`src/hw/rtl/rtns_pkg.sv`:
```
// Shared types and constants for the call record table search block.
// Used by rtns_front, rtns_fifo users, rtns_back and record_table_nearest_search.
// Depends on nothing.
package rtns_pkg;

  localparam int unsigned SecPerHour = 3600;
  localparam int unsigned SecPerMin  = 60;
  localparam int unsigned DayPerMon  = 30;
  localparam int unsigned DayPerYear = 365;

  localparam int unsigned PhoneW = 31;
  localparam int unsigned CityW  = 17;
  localparam int unsigned DurW   = 19;
  localparam int unsigned DateW  = 16;
  localparam int unsigned IdxW   = 4;

  typedef enum logic [1:0] {
    OP_WRITE   = 2'd0,
    OP_CLEAR   = 2'd1,
    OP_NEAREST = 2'd2,
    OP_MIN     = 2'd3
  } op_e;

  typedef enum logic [1:0] {
    FLD_PHONE = 2'd0,
    FLD_CITY  = 2'd1,
    FLD_DUR   = 2'd2,
    FLD_DATE  = 2'd3
  } field_e;

  typedef enum logic [1:0] {
    STS_OK        = 2'd0,
    STS_EMPTY     = 2'd1,
    STS_BAD_FIELD = 2'd2
  } status_e;

  // One stored call record
  typedef struct packed {
    logic [PhoneW-1:0] phone;
    logic [CityW-1:0]  city;
    logic [DurW-1:0]   dur;
    logic [DateW-1:0]  date;
  } rec_t;

  // Decoded command handed from front to back
  typedef struct packed {
    op_e               op;
    logic [IdxW-1:0]   idx;
    logic              in_range;
    field_e            sel;
    logic [PhoneW-1:0] key;
    rec_t              rec;
  } cmd_t;

  // One result item
  typedef struct packed {
    status_e         status;
    logic [IdxW-1:0] idx;
    rec_t            rec;
  } res_t;

endpackage

```
`src/hw/rtl/rtns_fifo.sv`:
```
// Small synchronous queue with push/full and pop/empty sides.
// Generic over the item type; no package dependency.
module rtns_fifo #(
  parameter type T     = logic,
  parameter int  DEPTH = 2
) (
  input  logic clk_i,
  input  logic rst_ni,
  input  logic push_i,
  input  T     data_i,
  output logic full_o,
  input  logic pop_i,
  output logic empty_o,
  output T     data_o
);

  localparam int PW = (DEPTH > 1) ? $clog2(DEPTH) : 1;
  localparam int CW = $clog2(DEPTH + 1);

  T                slot_q [DEPTH];
  logic [PW-1:0]   wr_ptr_q, rd_ptr_q;
  logic [CW-1:0]   count_q;
  logic            do_push, do_pop;

  assign full_o  = (count_q == CW'(DEPTH));
  assign empty_o = (count_q == '0);
  assign data_o  = slot_q[rd_ptr_q];
  assign do_push = push_i && !full_o;
  assign do_pop  = pop_i && !empty_o;

  always_ff @(posedge clk_i or negedge rst_ni) begin
    if (!rst_ni) begin
      wr_ptr_q <= '0;
      rd_ptr_q <= '0;
      count_q  <= '0;
    end else begin
      if (do_push) begin
        wr_ptr_q <= (wr_ptr_q == PW'(DEPTH - 1)) ? '0 : wr_ptr_q + 1'b1;
      end
      if (do_pop) begin
        rd_ptr_q <= (rd_ptr_q == PW'(DEPTH - 1)) ? '0 : rd_ptr_q + 1'b1;
      end
      if (do_push && !do_pop) begin
        count_q <= count_q + 1'b1;
      end else if (do_pop && !do_push) begin
        count_q <= count_q - 1'b1;
      end
    end
  end

  always_ff @(posedge clk_i) begin
    if (do_push) begin
      slot_q[wr_ptr_q] <= data_i;
    end
  end

endmodule

```
`src/hw/rtl/rtns_front.sv`:
```
// Front end: decode one input item into a command for the back end.
// Builds duration and day count, picks the search key. Depends on rtns_pkg.
module rtns_front #(
  parameter int ENTRIES = 16
) (
  input  logic [1:0]                  opcode_i,
  input  logic [rtns_pkg::IdxW-1:0]   entry_index_i,
  input  logic [1:0]                  field_select_i,
  input  logic [rtns_pkg::PhoneW-1:0] phone_number_i,
  input  logic [rtns_pkg::CityW-1:0]  city_code_i,
  input  logic [6:0]                  hours_i,
  input  logic [5:0]                  minutes_i,
  input  logic [5:0]                  seconds_i,
  input  logic [4:0]                  day_i,
  input  logic [3:0]                  month_i,
  input  logic [6:0]                  year_i,
  output rtns_pkg::cmd_t              cmd_o
);

  logic [rtns_pkg::DurW-1:0]  dur;
  logic [rtns_pkg::DateW-1:0] date;
  rtns_pkg::field_e           sel;

  assign dur = rtns_pkg::DurW'(hours_i) * rtns_pkg::DurW'(rtns_pkg::SecPerHour)
             + rtns_pkg::DurW'(minutes_i) * rtns_pkg::DurW'(rtns_pkg::SecPerMin)
             + rtns_pkg::DurW'(seconds_i);
  assign date = rtns_pkg::DateW'(day_i)
              + rtns_pkg::DateW'(month_i) * rtns_pkg::DateW'(rtns_pkg::DayPerMon)
              + rtns_pkg::DateW'(year_i) * rtns_pkg::DateW'(rtns_pkg::DayPerYear);
  assign sel = rtns_pkg::field_e'(field_select_i);

  always_comb begin
    cmd_o          = '0;
    cmd_o.op       = rtns_pkg::op_e'(opcode_i);
    cmd_o.idx      = entry_index_i;
    cmd_o.in_range = (32'(entry_index_i) < ENTRIES);
    cmd_o.sel      = sel;
    cmd_o.rec      = '{phone: phone_number_i, city: city_code_i, dur: dur, date: date};
    case (sel)
      rtns_pkg::FLD_PHONE: cmd_o.key = phone_number_i;
      rtns_pkg::FLD_CITY:  cmd_o.key = rtns_pkg::PhoneW'(city_code_i);
      rtns_pkg::FLD_DUR:   cmd_o.key = rtns_pkg::PhoneW'(dur);
      default:             cmd_o.key = rtns_pkg::PhoneW'(date);
    endcase
  end

endmodule

```
`src/hw/rtl/rtns_back.sv`:
```
// Back end: record memory, valid bits and the one-slot-per-cycle search scan.
// Takes commands from the command queue, pushes results. Depends on rtns_pkg.
module rtns_back #(
  parameter int ENTRIES = 16
) (
  input  logic           clk_i,
  input  logic           rst_ni,
  input  logic           cmd_empty_i,
  input  rtns_pkg::cmd_t cmd_i,
  output logic           cmd_pop_o,
  input  logic           res_full_i,
  output logic           res_push_o,
  output rtns_pkg::res_t res_o
);

  localparam int AW = (ENTRIES > 1) ? $clog2(ENTRIES) : 1;

  typedef enum logic [2:0] {
    S_IDLE,
    S_SCAN,
    S_LAST,
    S_FIN,
    S_DONE
  } state_e;

  state_e                      state_q;
  rtns_pkg::cmd_t              cur_q;
  logic [ENTRIES-1:0]          valid_q;
  logic [AW-1:0]               addr_q;
  rtns_pkg::rec_t              mem_q [ENTRIES];
  rtns_pkg::rec_t              rd_data_q;
  logic                        rd_vld_q, rd_ok_q;
  logic [AW-1:0]               rd_slot_q;
  logic                        found_q;
  logic [rtns_pkg::PhoneW-1:0] best_metric_q;
  logic [AW-1:0]               best_slot_q;
  rtns_pkg::rec_t              best_rec_q;
  rtns_pkg::res_t              res_q;

  logic                        take;
  logic                        mem_we;
  logic [AW-1:0]               wr_addr;
  logic [rtns_pkg::PhoneW-1:0] fval, metric;
  logic                        better;

  assign take      = (state_q == S_IDLE) && !cmd_empty_i;
  assign cmd_pop_o = take;
  assign wr_addr   = AW'(cmd_i.idx);
  assign mem_we    = take && cmd_i.op == rtns_pkg::OP_WRITE && cmd_i.in_range;
  assign res_push_o = (state_q == S_DONE);
  assign res_o      = res_q;

  // Field of the slot just read, then its distance or raw value
  always_comb begin
    case (cur_q.sel)
      rtns_pkg::FLD_PHONE: fval = rd_data_q.phone;
      rtns_pkg::FLD_CITY:  fval = rtns_pkg::PhoneW'(rd_data_q.city);
      rtns_pkg::FLD_DUR:   fval = rtns_pkg::PhoneW'(rd_data_q.dur);
      default:             fval = rtns_pkg::PhoneW'(rd_data_q.date);
    endcase
    if (cur_q.op == rtns_pkg::OP_NEAREST) begin
      metric = (fval > cur_q.key) ? fval - cur_q.key : cur_q.key - fval;
    end else begin
      metric = fval;
    end
    better = rd_vld_q && rd_ok_q && (!found_q || metric < best_metric_q);
  end

  always_ff @(posedge clk_i) begin
    if (mem_we) begin
      mem_q[wr_addr] <= cmd_i.rec;
    end
    rd_data_q <= mem_q[addr_q];
  end

  always_ff @(posedge clk_i or negedge rst_ni) begin
    if (!rst_ni) begin
      state_q       <= S_IDLE;
      cur_q         <= '0;
      valid_q       <= '0;
      addr_q        <= '0;
      rd_vld_q      <= 1'b0;
      rd_ok_q       <= 1'b0;
      rd_slot_q     <= '0;
      found_q       <= 1'b0;
      best_metric_q <= '0;
      best_slot_q   <= '0;
      best_rec_q    <= '0;
      res_q         <= '0;
    end else begin
      rd_vld_q <= 1'b0;
      if (better) begin
        found_q       <= 1'b1;
        best_metric_q <= metric;
        best_slot_q   <= rd_slot_q;
        best_rec_q    <= rd_data_q;
      end
      case (state_q)
        S_IDLE: begin
          if (take) begin
            cur_q <= cmd_i;
            if (cmd_i.op == rtns_pkg::OP_WRITE || cmd_i.op == rtns_pkg::OP_CLEAR) begin
              res_q.status <= rtns_pkg::STS_OK;
              res_q.idx    <= cmd_i.idx;
              // Echo the written record; clear and out-of-range slots answer zero
              res_q.rec    <= (cmd_i.in_range && cmd_i.op == rtns_pkg::OP_WRITE) ?
                              cmd_i.rec : '0;
              if (cmd_i.in_range) begin
                valid_q[wr_addr] <= (cmd_i.op == rtns_pkg::OP_WRITE);
              end
              state_q <= S_DONE;
            end else begin
              addr_q  <= '0;
              found_q <= 1'b0;
              state_q <= S_SCAN;
            end
          end
        end
        S_SCAN: begin
          // Issue one slot read per cycle
          rd_vld_q  <= 1'b1;
          rd_slot_q <= addr_q;
          rd_ok_q   <= valid_q[addr_q];
          if (addr_q == AW'(ENTRIES - 1)) begin
            state_q <= S_LAST;
          end else begin
            addr_q <= addr_q + 1'b1;
          end
        end
        S_LAST: begin
          // Last slot is compared this cycle
          state_q <= S_FIN;
        end
        S_FIN: begin
          if (found_q) begin
            res_q.status <= rtns_pkg::STS_OK;
            res_q.idx    <= rtns_pkg::IdxW'(best_slot_q);
            res_q.rec    <= best_rec_q;
          end else begin
            res_q.status <= rtns_pkg::STS_EMPTY;
            res_q.idx    <= '0;
            res_q.rec    <= '0;
          end
          state_q <= S_DONE;
        end
        S_DONE: begin
          if (!res_full_i) begin
            state_q <= S_IDLE;
          end
        end
        default: state_q <= S_IDLE;
      endcase
    end
  end

endmodule

```
`src/hw/rtl/record_table_nearest_search.sv`:
```
// Top level of the call record table with nearest and minimum search.
// Instantiates rtns_front, rtns_fifo (command and result queues), rtns_back; uses rtns_pkg.
//
//   Channel  | Handshake        | Payload
//   ---------+------------------+-------------------------------------------------
//   command  | push in, full out| opcode, entry_index, field_select, phone..year
//   result   | pop in, empty out| status, found_index, out_phone/city/duration/date
//
// Write and clear register their result when taken and push it from S_DONE, which waits while the result queue is full.
// A search scans every slot of the record memory, one read per cycle on its single
// read port, then passes S_LAST, S_FIN and S_DONE before pushing its result.
// Reset clears all valid bits at once; stored records are not cleared.
// The command queue accepts items until full while the back end scans, and the result
// queue holds finished items while the consumer stalls.
module record_table_nearest_search #(
  parameter int ENTRIES = 16
) (
  input  logic        clk_i,
  input  logic        rst_ni,
  input  logic        push,
  output logic        full,
  input  logic [1:0]  opcode_i,
  input  logic [3:0]  entry_index_i,
  input  logic [1:0]  field_select_i,
  input  logic [30:0] phone_number_i,
  input  logic [16:0] city_code_i,
  input  logic [6:0]  hours_i,
  input  logic [5:0]  minutes_i,
  input  logic [5:0]  seconds_i,
  input  logic [4:0]  day_i,
  input  logic [3:0]  month_i,
  input  logic [6:0]  year_i,
  output logic        empty,
  input  logic        pop,
  output logic [1:0]  status_o,
  output logic [3:0]  found_index_o,
  output logic [30:0] out_phone_o,
  output logic [16:0] out_city_o,
  output logic [18:0] out_duration_o,
  output logic [15:0] out_date_o
);

  rtns_pkg::cmd_t front_cmd, q_cmd;
  logic           cmd_empty, cmd_pop;
  rtns_pkg::res_t back_res, out_res;
  logic           res_full, res_push;

  // Decode: build duration, day count and search key
  rtns_front #(.ENTRIES(ENTRIES)) u_front (
    .opcode_i       (opcode_i),
    .entry_index_i  (entry_index_i),
    .field_select_i (field_select_i),
    .phone_number_i (phone_number_i),
    .city_code_i    (city_code_i),
    .hours_i        (hours_i),
    .minutes_i      (minutes_i),
    .seconds_i      (seconds_i),
    .day_i          (day_i),
    .month_i        (month_i),
    .year_i         (year_i),
    .cmd_o          (front_cmd)
  );

  // Hold decoded items between front and back
  rtns_fifo #(.T(rtns_pkg::cmd_t), .DEPTH(2)) u_cmd_q (
    .clk_i   (clk_i),
    .rst_ni  (rst_ni),
    .push_i  (push),
    .data_i  (front_cmd),
    .full_o  (full),
    .pop_i   (cmd_pop),
    .empty_o (cmd_empty),
    .data_o  (q_cmd)
  );

  // Execute: table update or full scan
  rtns_back #(.ENTRIES(ENTRIES)) u_back (
    .clk_i       (clk_i),
    .rst_ni      (rst_ni),
    .cmd_empty_i (cmd_empty),
    .cmd_i       (q_cmd),
    .cmd_pop_o   (cmd_pop),
    .res_full_i  (res_full),
    .res_push_o  (res_push),
    .res_o       (back_res)
  );

  // Hold finished items until the consumer pops them
  rtns_fifo #(.T(rtns_pkg::res_t), .DEPTH(2)) u_res_q (
    .clk_i   (clk_i),
    .rst_ni  (rst_ni),
    .push_i  (res_push),
    .data_i  (back_res),
    .full_o  (res_full),
    .pop_i   (pop),
    .empty_o (empty),
    .data_o  (out_res)
  );

  assign status_o       = out_res.status;
  assign found_index_o  = out_res.idx;
  assign out_phone_o    = out_res.rec.phone;
  assign out_city_o     = out_res.rec.city;
  assign out_duration_o = out_res.rec.dur;
  assign out_date_o     = out_res.rec.date;

`ifndef SYNTHESIS
  // Back end leaves its done state only when the result queue took the item
  a_res_held: assert property (@(posedge clk_i) disable iff (!rst_ni)
    res_push && res_full |=> res_push && $stable(back_res))
    else $error("result item dropped while result queue full");

  // Back end never pops an empty command queue
  a_cmd_pop: assert property (@(posedge clk_i) disable iff (!rst_ni)
    cmd_pop |-> !cmd_empty)
    else $error("command popped from empty queue");

  // An empty-table answer carries no record
  a_empty_clean: assert property (@(posedge clk_i) disable iff (!rst_ni)
    !empty && status_o == rtns_pkg::STS_EMPTY |->
      found_index_o == '0 && out_phone_o == '0 && out_date_o == '0)
    else $error("empty-table result carries record data");

  // Unknown-field status is never produced
  a_no_bad_field: assert property (@(posedge clk_i) disable iff (!rst_ni)
    !empty |-> status_o != rtns_pkg::STS_BAD_FIELD)
    else $error("unexpected unknown-field status");
`endif

endmodule
```
`config.mk`:
```
export PLATFORM = sky130hd
export DESIGN_NAME = record_table_nearest_search
export DESIGN_NICKNAME = d
export VERILOG_FILES = /design/src/hw/rtl/rtns_pkg.sv /design/src/hw/rtl/rtns_fifo.sv /design/src/hw/rtl/rtns_front.sv /design/src/hw/rtl/rtns_back.sv /design/src/hw/rtl/record_table_nearest_search.sv
export SDC_FILE = /design/constraint.sdc
export NUM_CORES = 2
export LEC_CHECK = 0
export ABC_AREA = 1
export ABC_CLOCK_PERIOD_IN_PS = 8500
export BUFFER_PORTS_ARGS = -buffer_cell sky130_fd_sc_hd__clkbuf_2
export CORE_ASPECT_RATIO = 1.5
export CORE_MARGIN = 3
export CORE_UTILIZATION = 34
export CTS_CLUSTER_DIAMETER = 50
export CTS_CLUSTER_SIZE = 28
export DETAILED_ROUTE_END_ITERATION = 12
export SLEW_MARGIN = 25
export SYNTH_ARGS = -nofsm -noshare
export SYNTH_HDL_FRONTEND = slang
export SYNTH_HIERARCHICAL = 1
export SYNTH_SLANG_ARGS = --single-unit
```
`constraint.sdc`:
```
create_clock -name clk_i -period 8.5 [get_ports clk_i]
set_input_delay 0.425 -clock clk_i [delete_from_list [all_inputs] [get_ports clk_i]]
set_output_delay 0.425 -clock clk_i [all_outputs]
set_load 0.005 [all_outputs]
```
==> reports/qor.csv <==
metric,value,unit
outcome,"complete, no violations",
final worst slack,1.89,ns
total area of sequential cells,61300,um2
root buf cell,clkbuf_16,
average size of a mapped cell,11.2,um2
final slew viol count,0,
"most common cell after layout, fill and taps aside",nand2_1,
number of enable flip-flop cells after synthesis,1752,
Cell Rows,232,
worst-path fanout max,92,
initial antenna violation count,37,
Syn Nets,8505,
post-synthesis cell area,91200,um2
die width,429,um
Tightest Pin Transition,1.40,ns
fin crit share,0.778,
"Seq/Total Area, Yosys",0.671,
fillers,25700,
Initial Utilization,0.342,
Seq cells post-synth,2114,
slowest cell delay on critical path,0.72,ns
reg2reg end,u_back/best_rec_q[10]$_DFFE_PN0P_,
routed vias/inst,5.39,
height of the die,640,um
GPL Wtd Cong,0.964,
drt total wl,304,mm
H-tree Lvls,3,
Hold EP,u_cmd_q/slot_q[1][18]$_DFFE_PP_,
TritonCTS Sinks,2114,
M3 GR Usage,0.0285,
Top delay family on crit path,simple AND/OR/NAND/NOR gates,
routed len/inst,25.9,um
P per Cell Area,381,nW/um2
setup TNS,0,ns
"Top FF cell, synth",edfxtp_1,
PortBufs,185,
slowest CP cell,nor2_4,
worst reg2reg path startpoint,u_back/cur_q[114]$_DFFE_PN0P_,
maximum clock path buffer count,3,
nets@finish,8442,
Max Cap Viol,0,
RSZ-0062 raised after global routing,no,
largest net degree at the start of global routing,211,
Tmin final,6.61,ns
Achievable Freq,151,MHz
clock skew,0.0559,ns
CP startpoint kind,flop,
Iter 0 DRT Violations,6497,
post-CTS resize count,0,
Hold Path Depth,2,
Remaining DRCs,0,
HP Class,input pin to flop,
via count,63200,
reg2reg setup slack,1.89,ns
Hold Crit Start,seconds_i[2],
DP Worst Slack,1.99,ns
vias in the first global route,61000,
Syn-to-layout area delta,9.90,%
Crit. End Element,flop,
clock-pin slew on the worst setup and hold paths,0.10,ns
share of layout cells above drive strength 1,0.0684,
I/O pins,186,
first-pass GRT wire length,434,mm
Cells after Synth,8144,
total CTS buffers,114,
WP data required,9.19,ns
Netlist cell types,57,
crit path kind,flop to flop,
grt ovf,0,
Leak,0.0382,uW
Initial DRT Pass Iterations,6,
met1 usage,0.264,
M2 GR Usage,0.375,
"Clk Latency, worst-skew pair",0.81,ns
most frequent CP cell,nand2_1,
CORE AREA,267000,um2
GRT Max-Usage Layer,met2,
CTS tree,built,
DP HPWL,191,mm
R2R depth,28,
final antenna-violating net count,0,
"commonest non-fill, non-tap cells in the layout","nand2_1 (2136), edfxtp_1 (1752), o21ai_0 (566)",
multi-input logic area,26100,um2
Fin. Hold Viols,0,
synth warn,6,
Total Routing Usage GR,0.215,
CP bufs+invs,4,
DIE AREA,275000,um2
WP data arrival,7.30,ns
# setup viols final,0,
Peak VDD IR,0.000219,V
Async SR Flop Fraction,0.132,
Slew HR,0.0664,
cells in the mapped netlist (4+ instances only):
master,n,area [um2]
nand2_1,2140,8030
edfxtp_1,1752,52600
nor2_1,582,2180
o21ai_0,566,2830
nand3_1,465,2330
inv_1,447,1680
clkbuf_1,355,1330
a21oi_1,328,1640
dfrtp_1,279,6980
ha_1,214,2680
nand4_1,178,1110
o22ai_1,107,669
a221oi_1,106,928
a31oi_1,87,544
dfxtp_1,83,1660
o221ai_1,67,587
buf_4,66,495
buf_2,52,260
fa_1,52,1040
xor2_1,43,377
buf_6,20,225
buf_1,19,71.3
xnor2_1,18,158
nand3b_1,13,97.6
o21bai_1,13,97.6
nor2_2,9,56.3
nor3_1,9,45.0
o211ai_1,8,60.1
and2_1,7,43.8
inv_2,7,26.3
nand2_2,6,37.5
o21a_1,5,37.5
a311oi_1,4,35.0
o21ai_1,4,20.0
registers in the layout, summed over array words and instances, names as in the netlist, 16 cells and up:
signal and flops:
u_cmd_q/slot_q 246, u_res_q/slot_q 178, u_back/cur_q 35, u_back/rd_data_q 83
u_back/best_metric_q 31, u_back/mem_q 1328, u_back/best_rec_q 83, u_back/res_o 88
u_back/valid_q 16
worst register-to-register path: cells and delay by family, from the launching register on:
family          cells  cell delay [ns]
buf+inv             4             1.21
flops               1             0.62
simple gates       21             3.54
fa+ha+maj           2             0.67
compound gates      1             0.52
per-stage QoR:
stage | cells | utilization | cell area (um2) | hold WS (ns) | total power [uW]
finish | 11700 | 0.376 | 100000 | 0.0684 | 38200
global route | 11700 | 0.376 | 100000 | 0.0750 | 40300
CTS | 11700 | 0.376 | 100000 | 0.0345 | 38400
detailed placement | 11400 | 0.358 | 95400 | 0.438 | 31700
global placement | 11400 | 0.358 | 95400 | 0.423 | 31500
floorplan | 8144 | - | 91200 | 0.129 | 24700
metal layers:
metal / wire length (um) / share of wire
met1: 115000 / 0.38
met2: 151000 / 0.50
met3: 20900 / 0.069
met4: 16500 / 0.054
met5: 105 / 0.00035
timing repair:
action	4_1_cts	5_1_grt
hold endpoints to repair	195	0
hold buffers	60	0
setup buffers	0	0
how the worst max path moves through the flow:
stage / cells after the start / slack, ns / start / endpoint
4_1_cts: 29 / 1.92 / u_back/cur_q[114]$_DFFE_PN0P_ / u_back/best_rec_q[10]$_DFFE_PN0P_
6_report: 28 / 1.89 / u_back/cur_q[114]$_DFFE_PN0P_ / u_back/best_rec_q[10]$_DFFE_PN0P_
3_5_place_dp: 28 / 1.99 / u_back/cur_q[114]$_DFFE_PN0P_ / u_back/best_rec_q[40]$_DFFE_PN0P_
3_3_place_gp: 29 / 1.98 / u_back/cur_q[114]$_DFFE_PN0P_ / u_back/best_rec_q[31]$_DFFE_PN0P_
5_1_grt: 31 / 1.43 / u_back/cur_q[114]$_DFFE_PN0P_ / u_back/best_rec_q[26]$_DFFE_PN0P_
2_1_floorplan: 3 / 2.21 / u_cmd_q/count_q[1]$_DFFE_PN0P_ / u_cmd_q/slot_q[1][0]$_DFFE_PP_
logic make-up after synthesis:
family | count (synthesis) | synth area share
AND/OR/NAND/NOR | 3420 | 0.154
flip-flops | 2114 | 0.671
AO/OA/AOI/OAI | 1305 | 0.0826
buffers and inverters | 974 | 0.0453
adder cells (fa/ha/maj) | 266 | 0.0408
XOR/XNOR | 62 | 0.00603
other | 2 | 0.0000823
multiplexers | 1 | 0.000123
report_power, final:
part | internal (uW) | switching, uW | total, uW
logic | 4040 | 11800 | 15800
clock network | 2950 | 3740 | 6690
registers | 14200 | 1540 | 15700
cell type report:
| class | instances | area share |
|---|---|---|
| inverter | 459 | 0.0176 |
| antenna | 29 | 0.000724 |
| tap | 3510 | 0.0438 |
| clock inverter | 82 | 0.0112 |
| clock buffer | 136 | 0.0306 |
| multi-input combinational | 5056 | 0.260 |
| sequential | 2114 | 0.611 |
| timing repair buffer | 336 | 0.0251 |
Power figures use the tool's default switching activity.
